--- src/tbse_pkg.sv ---
// shared types and constants of the three-band stereo equalizer
// controller command and status words, register indexes, fixed widths
`default_nettype none

package tbse_pkg;

	// fixed field widths
	localparam int SAMPLE_W   = 16;
	localparam int ALPHA_W    = 16;
	localparam int GAIN_W     = 17;
	localparam int CFG_IDX_W  = 3;
	localparam int CFG_DATA_W = 17;

	// multiplier coefficient operand: unsigned alpha or gain with a zero sign bit
	localparam int COEF_W = 18;

	// fraction bits of alpha (Q0.16) and gain (Q3.14)
	localparam int ALPHA_FRAC = 16;
	localparam int GAIN_FRAC  = 14;

	// output scale 32767/32768 as (m << 15) - m then shift
	localparam int SCALE_BITS = 15;

	// saturation bounds
	localparam int SAT_POS_MAX = 32767;
	localparam int SAT_NEG_MAG = 32768;

	// register indexes
	localparam logic [CFG_IDX_W-1:0] REG_ENABLE      = 3'd0;
	localparam logic [CFG_IDX_W-1:0] REG_LOW_ALPHA   = 3'd1;
	localparam logic [CFG_IDX_W-1:0] REG_HIGH_ALPHA  = 3'd2;
	localparam logic [CFG_IDX_W-1:0] REG_LOW_GAIN    = 3'd3;
	localparam logic [CFG_IDX_W-1:0] REG_MID_GAIN    = 3'd4;
	localparam logic [CFG_IDX_W-1:0] REG_TREBLE_GAIN = 3'd5;

	// register reset values
	localparam logic [ALPHA_W-1:0] LOW_ALPHA_RST  = 16'd2293;
	localparam logic [ALPHA_W-1:0] HIGH_ALPHA_RST = 16'd37657;
	localparam logic [GAIN_W-1:0]  GAIN_RST       = 17'd16384;

	// operand register source
	typedef enum logic [1:0] {
		OPND_X_BASS,
		OPND_X_UPPER,
		OPND_BASS,
		OPND_UPPER_BASS
	} opnd_sel_t;

	// multiplier coefficient source
	typedef enum logic [2:0] {
		COEF_LOW_ALPHA,
		COEF_HIGH_ALPHA,
		COEF_LOW_GAIN,
		COEF_MID_GAIN,
		COEF_TREBLE_GAIN
	} coef_sel_t;

	typedef struct packed {
		logic      ld;
		logic      ch;
		logic      opnd_en;
		opnd_sel_t opnd_sel;
		logic      mul_en;
		coef_sel_t coef_sel;
		logic      upd_bass;
		logic      upd_upper;
		logic      acc_clr;
		logic      acc_add;
		logic      mag_en;
		logic      scale_en;
		logic      sat_en;
		logic      out_load;
	} cmd_t;

	typedef struct packed {
		logic enable;
	} stat_t;

endpackage

`default_nettype wire

--- src/tbse_ctrl.sv ---
// sequencer of the equalizer: accepts a word, if enabled steps the datapath
// through both channels, then hands it to the output register; uses tbse_pkg
`default_nettype none

module tbse_ctrl (
	input  wire logic           clk,
	input  wire logic           arst_n,
	input  wire logic           in_valid,
	output logic                in_stall,
	output logic                out_valid,
	input  wire logic           out_stall,
	input  wire tbse_pkg::stat_t stat,
	output tbse_pkg::cmd_t      cmd
);

	typedef enum logic [1:0] {
		ST_IDLE,
		ST_RUN,
		ST_DONE
	} state_t;

	// step codes within one channel
	localparam logic [3:0] STEP_DIFF_BASS  = 4'd0;
	localparam logic [3:0] STEP_MUL_BASS   = 4'd1;
	localparam logic [3:0] STEP_UPD_BASS   = 4'd2;
	localparam logic [3:0] STEP_UPD_UPPER  = 4'd3;
	localparam logic [3:0] STEP_MUL_LOW    = 4'd4;
	localparam logic [3:0] STEP_MUL_MID    = 4'd5;
	localparam logic [3:0] STEP_MUL_HIGH   = 4'd6;
	localparam logic [3:0] STEP_ACC_LAST   = 4'd7;
	localparam logic [3:0] STEP_MAG        = 4'd8;
	localparam logic [3:0] STEP_SCALE      = 4'd9;
	localparam logic [3:0] STEP_SAT        = 4'd10;

	state_t     state_q;
	logic [3:0] step_q;
	logic       ch_q;
	logic       out_valid_q;
	logic       out_free;

	assign out_free  = !out_valid_q || !out_stall;
	assign in_stall  = (state_q != ST_IDLE);
	assign out_valid = out_valid_q;

	always_ff @(posedge clk or negedge arst_n) begin
		if (!arst_n) begin
			state_q     <= ST_IDLE;
			step_q      <= STEP_DIFF_BASS;
			ch_q        <= 1'b0;
			out_valid_q <= 1'b0;
		end else begin
			// a new word replaces the one taken at this edge
			if ((state_q == ST_DONE) && out_free) begin
				out_valid_q <= 1'b1;
			end else if (out_valid_q && !out_stall) begin
				out_valid_q <= 1'b0;
			end
			case (state_q)
				ST_IDLE: begin
					step_q <= STEP_DIFF_BASS;
					ch_q   <= 1'b0;
					if (in_valid) begin
						state_q <= stat.enable ? ST_RUN : ST_DONE;
					end
				end
				ST_RUN: begin
					if (step_q == STEP_SAT) begin
						step_q <= STEP_DIFF_BASS;
						ch_q   <= 1'b1;
						if (ch_q) begin
							state_q <= ST_DONE;
						end
					end else begin
						step_q <= step_q + 4'd1;
					end
				end
				ST_DONE: begin
					if (out_free) begin
						state_q <= ST_IDLE;
					end
				end
				default: begin
					state_q <= ST_IDLE;
				end
			endcase
		end
	end

	always_comb begin
		cmd          = '0;
		cmd.ch       = ch_q;
		cmd.opnd_sel = tbse_pkg::OPND_X_BASS;
		cmd.coef_sel = tbse_pkg::COEF_LOW_ALPHA;
		case (state_q)
			ST_IDLE: begin
				cmd.ld = in_valid;
			end
			ST_RUN: begin
				case (step_q)
					STEP_DIFF_BASS: begin
						cmd.opnd_en  = 1'b1;
						cmd.opnd_sel = tbse_pkg::OPND_X_BASS;
					end
					STEP_MUL_BASS: begin
						cmd.mul_en   = 1'b1;
						cmd.coef_sel = tbse_pkg::COEF_LOW_ALPHA;
						cmd.opnd_en  = 1'b1;
						cmd.opnd_sel = tbse_pkg::OPND_X_UPPER;
					end
					STEP_UPD_BASS: begin
						cmd.upd_bass = 1'b1;
						cmd.mul_en   = 1'b1;
						cmd.coef_sel = tbse_pkg::COEF_HIGH_ALPHA;
					end
					STEP_UPD_UPPER: begin
						cmd.upd_upper = 1'b1;
						cmd.opnd_en   = 1'b1;
						cmd.opnd_sel  = tbse_pkg::OPND_BASS;
					end
					STEP_MUL_LOW: begin
						cmd.mul_en   = 1'b1;
						cmd.coef_sel = tbse_pkg::COEF_LOW_GAIN;
						cmd.opnd_en  = 1'b1;
						cmd.opnd_sel = tbse_pkg::OPND_UPPER_BASS;
					end
					STEP_MUL_MID: begin
						cmd.acc_clr  = 1'b1;
						cmd.mul_en   = 1'b1;
						cmd.coef_sel = tbse_pkg::COEF_MID_GAIN;
						cmd.opnd_en  = 1'b1;
						cmd.opnd_sel = tbse_pkg::OPND_X_UPPER;
					end
					STEP_MUL_HIGH: begin
						cmd.acc_add  = 1'b1;
						cmd.mul_en   = 1'b1;
						cmd.coef_sel = tbse_pkg::COEF_TREBLE_GAIN;
					end
					STEP_ACC_LAST: begin
						cmd.acc_add = 1'b1;
					end
					STEP_MAG: begin
						cmd.mag_en = 1'b1;
					end
					STEP_SCALE: begin
						cmd.scale_en = 1'b1;
					end
					STEP_SAT: begin
						cmd.sat_en = 1'b1;
					end
					default: begin
						cmd.ld = 1'b0;
					end
				endcase
			end
			ST_DONE: begin
				cmd.out_load = out_free;
			end
			default: begin
				cmd.ld = 1'b0;
			end
		endcase
	end

endmodule

`default_nettype wire

--- src/tbse_dp.sv ---
// datapath of the equalizer: configuration registers, crossover state,
// one shared multiplier, accumulator, scale and saturation; uses tbse_pkg
`default_nettype none

module tbse_dp #(
	parameter int COEF_BITS = 16
) (
	input  wire logic                                clk,
	input  wire logic                                arst_n,
	input  wire logic                                cfg_we,
	input  wire logic [tbse_pkg::CFG_IDX_W-1:0]      cfg_index,
	input  wire logic [tbse_pkg::CFG_DATA_W-1:0]     cfg_data,
	input  wire logic signed [tbse_pkg::SAMPLE_W-1:0] left_sample,
	input  wire logic signed [tbse_pkg::SAMPLE_W-1:0] right_sample,
	input  wire logic                                end_of_block,
	input  wire tbse_pkg::cmd_t                      cmd,
	output tbse_pkg::stat_t                          stat,
	output logic signed [tbse_pkg::SAMPLE_W-1:0]     left_result,
	output logic signed [tbse_pkg::SAMPLE_W-1:0]     right_result,
	output logic                                     end_of_block_out
);

	localparam int SW     = tbse_pkg::SAMPLE_W;
	localparam int X_W    = SW + COEF_BITS;
	localparam int LP_W   = X_W + 2;
	localparam int OPB_W  = LP_W + 1;
	localparam int PROD_W = tbse_pkg::COEF_W + OPB_W;
	localparam int ACC_W  = PROD_W + 2;
	localparam int SC_W   = ACC_W + tbse_pkg::SCALE_BITS;
	localparam int SAT_SH = tbse_pkg::GAIN_FRAC + tbse_pkg::SCALE_BITS + COEF_BITS;
	localparam int Q_W    = SC_W - SAT_SH;

	logic                              enable_q;
	logic [tbse_pkg::ALPHA_W-1:0]      low_alpha_q;
	logic [tbse_pkg::ALPHA_W-1:0]      high_alpha_q;
	logic [tbse_pkg::GAIN_W-1:0]       low_gain_q;
	logic [tbse_pkg::GAIN_W-1:0]       mid_gain_q;
	logic [tbse_pkg::GAIN_W-1:0]       treble_gain_q;

	logic signed [LP_W-1:0]            bass_q [2];
	logic signed [LP_W-1:0]            upper_q [2];

	logic signed [SW-1:0]              samp_l_q;
	logic signed [SW-1:0]              samp_r_q;
	logic                              eob_q;
	logic signed [SW-1:0]              res_l_q;
	logic signed [SW-1:0]              res_r_q;
	logic signed [OPB_W-1:0]           opnd_q;
	logic signed [PROD_W-1:0]          prod_q;
	logic signed [ACC_W-1:0]           acc_q;
	logic [ACC_W-1:0]                  mag_q;
	logic                              neg_q;
	logic [SC_W-1:0]                   sc_q;
	logic signed [SW-1:0]              left_q;
	logic signed [SW-1:0]              right_q;
	logic                              eob_out_q;

	logic signed [SW-1:0]              samp;
	logic signed [X_W-1:0]             x;
	logic signed [LP_W-1:0]            bass_cur;
	logic signed [LP_W-1:0]            upper_cur;
	logic signed [OPB_W-1:0]           opnd_d;
	logic signed [tbse_pkg::COEF_W-1:0] coef_d;
	logic signed [LP_W-1:0]            step_d;
	logic [Q_W-1:0]                    q;
	logic signed [SW-1:0]              sat_d;

	assign stat.enable      = enable_q;
	assign left_result      = left_q;
	assign right_result     = right_q;
	assign end_of_block_out = eob_out_q;

	assign samp      = cmd.ch ? samp_r_q : samp_l_q;
	assign x         = {samp, {COEF_BITS{1'b0}}};
	assign bass_cur  = bass_q[cmd.ch];
	assign upper_cur = upper_q[cmd.ch];

	// floor(alpha * diff / 2^16): dropping the low bits of a signed product
	assign step_d = $signed(prod_q[tbse_pkg::ALPHA_FRAC +: LP_W]);

	always_comb begin
		case (cmd.opnd_sel)
			tbse_pkg::OPND_X_BASS:     opnd_d = OPB_W'(x) - OPB_W'(bass_cur);
			tbse_pkg::OPND_X_UPPER:    opnd_d = OPB_W'(x) - OPB_W'(upper_cur);
			tbse_pkg::OPND_BASS:       opnd_d = OPB_W'(bass_cur);
			tbse_pkg::OPND_UPPER_BASS: opnd_d = OPB_W'(upper_cur) - OPB_W'(bass_cur);
			default:                   opnd_d = '0;
		endcase
	end

	always_comb begin
		case (cmd.coef_sel)
			tbse_pkg::COEF_LOW_ALPHA:   coef_d = $signed({2'b00, low_alpha_q});
			tbse_pkg::COEF_HIGH_ALPHA:  coef_d = $signed({2'b00, high_alpha_q});
			tbse_pkg::COEF_LOW_GAIN:    coef_d = $signed({1'b0, low_gain_q});
			tbse_pkg::COEF_MID_GAIN:    coef_d = $signed({1'b0, mid_gain_q});
			tbse_pkg::COEF_TREBLE_GAIN: coef_d = $signed({1'b0, treble_gain_q});
			default:                    coef_d = '0;
		endcase
	end

	// q = floor(|acc| * 32767 / 2^(29 + COEF_BITS)), then saturate
	assign q = sc_q[SC_W-1:SAT_SH];

	always_comb begin
		if (neg_q) begin
			if (q > Q_W'(tbse_pkg::SAT_NEG_MAG)) begin
				sat_d = SW'(-tbse_pkg::SAT_NEG_MAG);
			end else begin
				sat_d = -$signed(q[SW-1:0]);
			end
		end else begin
			if (q > Q_W'(tbse_pkg::SAT_POS_MAX)) begin
				sat_d = SW'(tbse_pkg::SAT_POS_MAX);
			end else begin
				sat_d = $signed(q[SW-1:0]);
			end
		end
	end

	always_ff @(posedge clk or negedge arst_n) begin
		if (!arst_n) begin
			enable_q      <= 1'b0;
			low_alpha_q   <= tbse_pkg::LOW_ALPHA_RST;
			high_alpha_q  <= tbse_pkg::HIGH_ALPHA_RST;
			low_gain_q    <= tbse_pkg::GAIN_RST;
			mid_gain_q    <= tbse_pkg::GAIN_RST;
			treble_gain_q <= tbse_pkg::GAIN_RST;
		end else if (cfg_we) begin
			case (cfg_index)
				tbse_pkg::REG_ENABLE:      enable_q      <= cfg_data[0];
				tbse_pkg::REG_LOW_ALPHA:   low_alpha_q   <= cfg_data[tbse_pkg::ALPHA_W-1:0];
				tbse_pkg::REG_HIGH_ALPHA:  high_alpha_q  <= cfg_data[tbse_pkg::ALPHA_W-1:0];
				tbse_pkg::REG_LOW_GAIN:    low_gain_q    <= cfg_data[tbse_pkg::GAIN_W-1:0];
				tbse_pkg::REG_MID_GAIN:    mid_gain_q    <= cfg_data[tbse_pkg::GAIN_W-1:0];
				tbse_pkg::REG_TREBLE_GAIN: treble_gain_q <= cfg_data[tbse_pkg::GAIN_W-1:0];
				default:                   enable_q      <= enable_q;
			endcase
		end
	end

	// crossover state per channel
	always_ff @(posedge clk or negedge arst_n) begin
		if (!arst_n) begin
			for (int i = 0; i < 2; i++) begin
				bass_q[i]  <= '0;
				upper_q[i] <= '0;
			end
		end else begin
			if (cmd.upd_bass) begin
				bass_q[cmd.ch] <= bass_cur + step_d;
			end
			if (cmd.upd_upper) begin
				upper_q[cmd.ch] <= upper_cur + step_d;
			end
		end
	end

	always_ff @(posedge clk) begin
		if (cmd.ld) begin
			samp_l_q <= left_sample;
			samp_r_q <= right_sample;
			eob_q    <= end_of_block;
			// pass-through result unless the channel passes are run
			res_l_q  <= left_sample;
			res_r_q  <= right_sample;
		end
		if (cmd.opnd_en) begin
			opnd_q <= opnd_d;
		end
		if (cmd.mul_en) begin
			prod_q <= coef_d * opnd_q;
		end
		if (cmd.acc_clr) begin
			acc_q <= ACC_W'(prod_q);
		end else if (cmd.acc_add) begin
			acc_q <= acc_q + ACC_W'(prod_q);
		end
		if (cmd.mag_en) begin
			neg_q <= acc_q[ACC_W-1];
			mag_q <= acc_q[ACC_W-1] ? ACC_W'(-acc_q) : ACC_W'(acc_q);
		end
		if (cmd.scale_en) begin
			sc_q <= {mag_q, {tbse_pkg::SCALE_BITS{1'b0}}}
				- {{tbse_pkg::SCALE_BITS{1'b0}}, mag_q};
		end
		if (cmd.sat_en) begin
			if (cmd.ch) begin
				res_r_q <= sat_d;
			end else begin
				res_l_q <= sat_d;
			end
		end
		if (cmd.out_load) begin
			left_q    <= res_l_q;
			right_q   <= res_r_q;
			eob_out_q <= eob_q;
		end
	end

endmodule

`default_nettype wire

--- src/three_band_stereo_equalizer_top.sv ---
// three-band stereo equalizer with one-pole crossovers, top level
// joins the sequencer tbse_ctrl and the datapath tbse_dp; uses tbse_pkg
`default_nettype none

// One stereo word in, one equalized stereo word out. With enable set a word
// is accepted in idle, runs eleven steps per channel through the single
// shared multiplier (two crossover updates, three band gains, magnitude,
// scale, saturate), then waits in the hand-off to the output register while
// the output is stalled; the next word is accepted once back in idle. With
// enable clear a word goes to the hand-off and the filter state is untouched.
// The output register holds a finished word while the next one is taken in
// and worked on. Configuration writes are meant for idle periods only.
module three_band_stereo_equalizer_top #(
	parameter int COEF_BITS = 16
) (
	input  wire logic                                 clk,
	input  wire logic                                 arst_n,
	input  wire logic                                 cfg_we,
	input  wire logic [tbse_pkg::CFG_IDX_W-1:0]       cfg_index,
	input  wire logic [tbse_pkg::CFG_DATA_W-1:0]      cfg_data,
	input  wire logic                                 in_valid,
	output logic                                      in_stall,
	input  wire logic signed [tbse_pkg::SAMPLE_W-1:0] left_sample,
	input  wire logic signed [tbse_pkg::SAMPLE_W-1:0] right_sample,
	input  wire logic                                 end_of_block,
	output logic                                      out_valid,
	input  wire logic                                 out_stall,
	output logic signed [tbse_pkg::SAMPLE_W-1:0]      left_result,
	output logic signed [tbse_pkg::SAMPLE_W-1:0]      right_result,
	output logic                                      end_of_block_out
);

	tbse_pkg::cmd_t  cmd;
	tbse_pkg::stat_t stat;

	tbse_ctrl u_ctrl (
		.clk       (clk),
		.arst_n    (arst_n),
		.in_valid  (in_valid),
		.in_stall  (in_stall),
		.out_valid (out_valid),
		.out_stall (out_stall),
		.stat      (stat),
		.cmd       (cmd)
	);

	tbse_dp #(
		.COEF_BITS (COEF_BITS)
	) u_dp (
		.clk              (clk),
		.arst_n           (arst_n),
		.cfg_we           (cfg_we),
		.cfg_index        (cfg_index),
		.cfg_data         (cfg_data),
		.left_sample      (left_sample),
		.right_sample     (right_sample),
		.end_of_block     (end_of_block),
		.cmd              (cmd),
		.stat             (stat),
		.left_result      (left_result),
		.right_result     (right_result),
		.end_of_block_out (end_of_block_out)
	);

endmodule

`default_nettype wire
--- config.mk ---
export PLATFORM = sky130hd
export DESIGN_NAME = three_band_stereo_equalizer_top
export DESIGN_NICKNAME = d
export VERILOG_FILES = /design/src/tbse_pkg.sv /design/src/tbse_ctrl.sv /design/src/tbse_dp.sv /design/src/three_band_stereo_equalizer_top.sv
export SDC_FILE = /design/constraint.sdc
export NUM_CORES = 2
export LEC_CHECK = 0
export ABC_AREA = 1
export BUFFER_PORTS_ARGS = -buffer_cell sky130_fd_sc_hd__clkbuf_2
export CAP_MARGIN = 25
export CELL_PAD_IN_SITES_DETAIL_PLACEMENT = 0
export CELL_PAD_IN_SITES_GLOBAL_PLACEMENT = 1
export CORE_MARGIN = 2
export CORE_UTILIZATION = 49
export CTS_BUF_LIST = sky130_fd_sc_hd__clkbuf_4 sky130_fd_sc_hd__clkbuf_8
export DETAILED_ROUTE_END_ITERATION = 7
export GPL_TIMING_DRIVEN = 0
export HOLD_SLACK_MARGIN = 0.12
export PLACE_DENSITY = 0.94
export RECOVER_POWER = 50
export SETUP_SLACK_MARGIN = 0.1
export SLEW_MARGIN = 20
export SYNTH_ARGS = -nofsm -noshare
export SYNTH_HDL_FRONTEND = slang
export SYNTH_SLANG_ARGS = --single-unit
--- constraint.sdc ---
create_clock -name clk -period 8.1 [get_ports clk]
set_clock_uncertainty 0.1 [all_clocks]
set_input_delay 0.405 -clock clk [delete_from_list [all_inputs] [get_ports clk]]
set_output_delay 0.405 -clock clk [all_outputs]
set_load 0.02 [all_outputs]
Word-level counts from Yosys, hierarchy flattened:

Cells that the tools add are included.

* register bits: 595
* input port bits: 58
* word-level logic and storage cells: 147

* $add $sub $neg: 10
* multiply operators: 1
* magnitude comparators: 4
* eq/ne operators: 28
* muxes and demuxes: 49
* bitwise logic cells: 1
* reduce and logical (&&, ||, !) cells: 25

Operators with widths (number)
* 34-bit two-way mux: 7
* 16-bit two-way mux: 10
* 35-bit case mux with 4 select lines: 1
* 68-bit bitwise mux: 2
* 55-bit two-way mux: 2
* 17-bit case mux with 5 select lines: 1
* 32-bit by 34-bit subtractor with 35-bit output: 2
* 70-bit by 55-bit subtractor with 70-bit output: 1
* 34-bit adder: 2
* 55-bit by 53-bit adder with 55-bit output: 1
* 55-bit negation: 1
* 54-bit two-way mux: 1
* 18-bit by 35-bit multiplier with 53-bit output: 1
* 34-bit by 34-bit subtractor with 35-bit output: 1
* 34-bit demux with 1-bit select: 1
* 25-bit by 15-bit > comparator with 1-bit output, second input constant: 1
* 25-bit by 16-bit > comparator with 1-bit output, second input constant: 1
* 4-bit case mux with 5 select lines: 1
* 4-bit by 3-bit == test with 1-bit output, second input constant: 4
* 16-bit negation: 1
* 14-bit two-way mux: 1
* 2-bit AND reduction: 7
* 3-bit by 2-bit == test with 1-bit output, second input constant: 4
* 4-bit == test, second input constant: 3
* 28 further kinds: 61

Longest topological paths before layout:

* depth after elaboration: 7
* depth in mapped cells: 39

Hierarchy:

Synthesis repeated with hierarchy kept, for this count alone.

* cell total of the unflattened synthesis: 8260
* area total of the unflattened synthesis: 60610.6 um^2

Modules (own cells, without submodules)
* tbse_dp: instances 1, cells an instance 8171, area each 60051.3 um^2, sequential area each 14875.5 um^2
* tbse_ctrl: instances 1, cells an instance 89, area each 559.3 um^2, sequential area each 200.2 um^2

Worst setup path after synthesis:

Ideal clock, no wire load.

* path kind: reg2reg
* start: reg u_ctrl.state_q[1]
* end: reg u_dp.prod_q[52] (data pin)
* library setup time: 0.253 ns
* arrival time: 6.489 ns
* required time: 7.747 ns
* slack: 1.258 ns
* stages on the path, launching flop included: 32
* path through: dfrtp_1 nor2_4 nand2_4 nor2_8 nand2_2 buf_2 a31oi_1 nand3b_1 buf_4 nand2_1 inv_1 fa_1 inv_1 fa_1 inv_1 fa_1 inv_1 fa_1 inv_1 fa_1 inv_1 fa_1 inv_1 ha_1 a21oi_1 o21ai_0 a21oi_1 nand2_1 a21oi_1 nand3_1 nand3_1 nand2_1

* cells in the longest elaborated chain, start to end: 5
* elaborated cells on any way between the ends: 9
* those cells by class: mul: 1; eq/ne: 5; mux: 2; reduce/logical: 1

RTL lines
* from (decl): line tbse_ctrl.sv:35 `state_t state_q;`
* from (signal assigned): line tbse_ctrl.sv:63 `state_q <= stat.enable ? ST_RUN : ST_DONE;`
* 2-bit by 1-bit == test with 1-bit output *: line tbse_ctrl.sv:94 `case (state_q)`
* 14-bit two-way mux *: line tbse_ctrl.sv:94
* 3-bit == test (tied with other cells): line tbse_dp.sv:92 `case (cmd.coef_sel)`
* 17-bit case mux with 5 select lines *: line tbse_dp.sv:92
* 18-bit by 35-bit multiplier with 53-bit output *: line tbse_dp.sv:172 `prod_q <= coef_d * opnd_q;`
* to (signal assigned): line tbse_dp.sv:172
* to (decl): line tbse_dp.sv:49 `logic signed [PROD_W-1:0] prod_q;`

Every way passes the cells marked *; elsewhere a longest branch is shown, timed or not.
A chain may end at the register's enable or synchronous reset.

Worst setup path after layout:

* start: reg u_ctrl.step_q[1]
* end: reg u_dp.prod_q[51] (data pin)

* cells in the longest elaborated chain, start to end: 6
* elaborated cells on any way between the ends: 14
* those cells by class: mul: 1; eq/ne: 9; mux: 3; reduce/logical: 1

RTL lines
* from (decl): line tbse_ctrl.sv:36 `logic [3:0] step_q;`
* from (signal assigned): line tbse_ctrl.sv:74 `step_q <= step_q + 4'd1;`
* 4-bit by 3-bit == test with 1-bit output (tied with other cells): line tbse_ctrl.sv:99 `case (step_q)`
* 4-bit case mux with 5 select lines *: line tbse_ctrl.sv:99
* 14-bit two-way mux *: line tbse_ctrl.sv:94
* 3-bit == test (tied with other cells): line tbse_dp.sv:92
* 17-bit case mux with 5 select lines *: line tbse_dp.sv:92
* 18-bit by 35-bit multiplier with 53-bit output *: line tbse_dp.sv:172

Marks and branches as above.

==> summary.md <==
| Metric | Value |
|---|---|
| CTS sink count | `550` |
| RSZ-0062 raised after global routing | `true` |
| Worst path slowest cell | `fa_1` |
| Via density | `5.542` |
| I/O pin total | `93` |
| Failing checks | `max-capacitance violations, max-slew violations` |
| CP Max Fanout | `10` |
| Register area share after synthesis | `24.13%` |
| Reg2Reg Setup Slack | `0.27 ns` |
| Leading cell type in the layout, fill and taps excluded | `nand2_1` |
| Final max-slew violation count | `222` |
| Detailed Route WL | `239700 um` |
| Syn_area_per_cell | `roughly 7 um^2` |
| Initial Utilization | `49.19%` |
| Critical path's largest stage delay | `~0.58 ns` |
| CTS root buffer | `clkbuf_8` |
| CP Data Required Time | `8.47 ns` |
| Num rows | `~130` |
| Crit Path Category | `reg -> reg` |
| Async set-reset flop share out of synthesis | `approximately 41%` |
| Warnings, synthesis | `0` |
| CTS tree | `built` |
| Setup_tns | `0 ns` |
| Port Buffer Count | `between 90 and 100` |
| Pre-antenna DRT Iters | `8` |
| Worst skew pair latency | `0.84 ns` |
| Slew HR | `-236.4%` |
| Mapped cell area | `approximately 62000 um^2` |
| ANT nets after route | `0` |
| Commonest cells after routing, fill and taps aside | `nand2_1, inv_1, nor2_1` |
| Max Fclk | `127.8 MHz` |
| Final Hold Viols | `0` |
| Cell mode on critical path | `fa_1` |
| Die height | `about 360 um` |
| Crit. End Element | `register` |
| Final setup viols | `0` |
| # fillers | `12600` |
| M3 GR Usage | `5.725%` |
| Worst Path Buf+Inv | `10` |
| GRT met1 Usage | `47.76%` |
| Final #Nets | `around 10000` |
| Final core occ | `around 54%` |
| Synth area leader | `fa_1` |
| Via count | `60070` |
| Met2 GRT Util | `57.45%` |
| Outcome | `finished with violations` |
| Placeable Area | `roughly 130000 um^2` |
| P&R area growth vs syn | `9.958%` |
| Top cells by area, synth | `fa_1, nand2_1, edfxtp_1` |
| Number of distinct library cells after synthesis | `56` |
| Final period util | `96.63%` |
| Final min period | `7.827 ns` |
| Net Count, Synth | `9751` |
| CP Launch Type | `register` |
| EDFF count, synth | `290` |
| Global routing's busiest layer | `met2` |
| Vias in the first global route | `58860` |
| Clock transition at path regs | `0.08 ns` |
| Share of cells above drive strength 1 | `5.646%` |
| Hold WC Path Type | `in -> reg` |
| GRT Util Overall | `36.54%` |
| Post-synth top area share | `18.26%` |
| Gate count after technology mapping | `8780` |
| Setup WS post-layout | `0.2733 ns` |
| Delay-heaviest family, CP | `adder cells` |
| Total grt overflow | `0` |
| Chip Width | `approximately 360 um` |
| Largest net degree at the start of global routing | `85` |
| Die area | `130400 um^2` |
| DRC Markers | `0` |
| Cell Area, Placed | `about 65000 um^2` |
| Drt initial violations | `~6400` |
| Pre-CTS WS | `-0.6018 ns` |
| Least-Margin Pin Slew | `~5.0 ns` |
| Total of max-cap violations | `4` |
| Final instance area | `68710 um^2` |
| Routability congestion estimate | `1.045` |
| Crit path DAT | `8.20 ns` |
| First-pass GRT wire length | `356300 um` |
| #FFs+latches synth | `550` |
| Synth Flop Type | `edfxtp_1` |
| Drt wl/cell | `22.11 um` |
| CTS Buffer Depth | `3` |
| Total CTS buffers | `97` |
| Post-DP HPWL | `199000 um` |
| H-Tree Depth | `3` |
| Initial antenna violation count | `9` |
## layout make-up
| type | instances | area (um^2) | area share (%) |
|---|---|---|---|
| Sequential cell | 550 | 15080 | 21.95 |
| Clock buffer | 141 | 1765 | 2.569 |
| Antenna cell | 3 | 7.507 | 0.01093 |
| Multi-Input combinational cell | 6349 | 40350 | 58.72 |
| Buffer | 203 | 1076 | 1.566 |
| Inverter | 1678 | 6339 | 9.225 |
| Tap cell | 1662 | 2079 | 3.027 |
| Timing Repair Buffer | 212 | 1479 | 2.152 |
| Clock inverter | 41 | 536.8 | 0.7812 |
## per-layer routing
metal | part of all wire, % | wire (um)
met1 | 40 | 95960
met2 | 44 | 105400
met5 | 0.018 | 43
met4 | 7.0 | 16790
met3 | 9.0 | 21480
## cell usage after synthesis (6+ instances only)
cell type and number:
o21ai_1 7, a21o_1 21, o21bai_1 41, nand3b_2 8, a22oi_1 9, o211ai_1 11
o21ai_0 473, or2_2 36, o21a_1 18, dfxtp_1 32, edfxtp_1 290, nor2_1 972
inv_1 1650, a31oi_1 22, xor2_1 99, nor2_4 6, nand3_1 473, nor4_1 13
buf_1 22, inv_2 22, nand3b_1 56, nand4_1 84, nand2_1 2496, clkbuf_1 84
fa_1 570, a21oi_1 374, o31ai_1 9, buf_6 12, xnor2_1 71, a21boi_0 13
dfrtp_1 211, nor3_1 75, ha_1 343, dfstp_2 17, buf_4 26, buf_2 59
nor2_2 6
## state kept, by name, indices dropped and copies added, names as in the netlist, 2 cells and up
register / flops
u_ctrl.state_q: 2
u_ctrl.step_q: 4
u_dp.acc_q: 55
u_dp.bass_q: 68
u_dp.high_alpha_q: 16
u_dp.left_result: 16
u_dp.low_alpha_q: 16
u_dp.low_gain_q: 17
u_dp.mag_q: 55
u_dp.mid_gain_q: 17
u_dp.opnd_q: 35
u_dp.prod_q: 53
u_dp.res_l_q: 16
u_dp.res_r_q: 16
u_dp.right_result: 16
u_dp.samp_l_q: 16
u_dp.samp_r_q: 16
u_dp.sc_q: 25
u_dp.treble_gain_q: 17
u_dp.upper_q: 68
## repair_timing
item | 4_1_cts | 5_1_grt
endpoints found under the hold margin | 373 | 0
hold buffers | 65 | 0
pin swaps | 8 | 10
resized for setup | 40 | 64
setup endpoints to repair | 35 | 25
gates cloned | 0 | 0
setup buffers | 17 | 16
## through the flow
step | hold slack (ns) | std cells
2_1_floorplan | 0.009409 | 8780
3_3_place_gp | 0.3111 | 10530
3_5_place_dp | 0.3161 | 10560
4_1_cts | 0.1250 | 10820
5_1_grt | 0.1591 | 10840
6_report | 0.1768 | 10840
## worst reg2reg max path, delay by kind of cell, from the launching register on
kind	cells	cell delay (ns)
compound gates	1	0.23
fa+ha+maj	7	3.45
buf+inv	10	1.53
flops	1	0.38
simple gates	13	1.80
## final timing paths
path,from,end,cells after the start
worst max-delay path,u_ctrl.step_q[1]$_DFFE_PN0P_,u_dp.prod_q[51]$_DFFE_PP_,31
worst min-delay path,end_of_block,u_dp.eob_q$_DFFE_PP_,2
worst max register to register,u_ctrl.step_q[1]$_DFFE_PN0P_,u_dp.prod_q[51]$_DFFE_PP_,31
worst min register to register,u_dp.eob_q$_DFFE_PP_,u_dp.end_of_block_out$_DFFE_PP_,0
max in group asynchronous,arst_n,u_dp.treble_gain_q[7]$_DFFE_PN0P_,4
min in group asynchronous,arst_n,u_dp.upper_q[10]$_DFFE_PN0P_,3
## kinds of logic (layout without fill, tap and decap cells)
family / after synthesis / count (layout) / synth area share, %
xor gates and xnor gates: 170 / 170 / 2.383
adders and majority gates: 913 / 913 / 25.13
DFF: 550 / 550 / 24.13
muxes: 2 / 2 / 0.03204
and+or+nand+nor: 4252 / 4252 / 27.86
buffers and inverters: 1881 / 2275 / 11.72
AOI/OAI and AO/OA: 1012 / 1012 / 8.746
other: 0 / 3 / 0
Power is not shown: default switching activity piles up to over one toggle a cycle in this logic, so the estimate is an artifact.
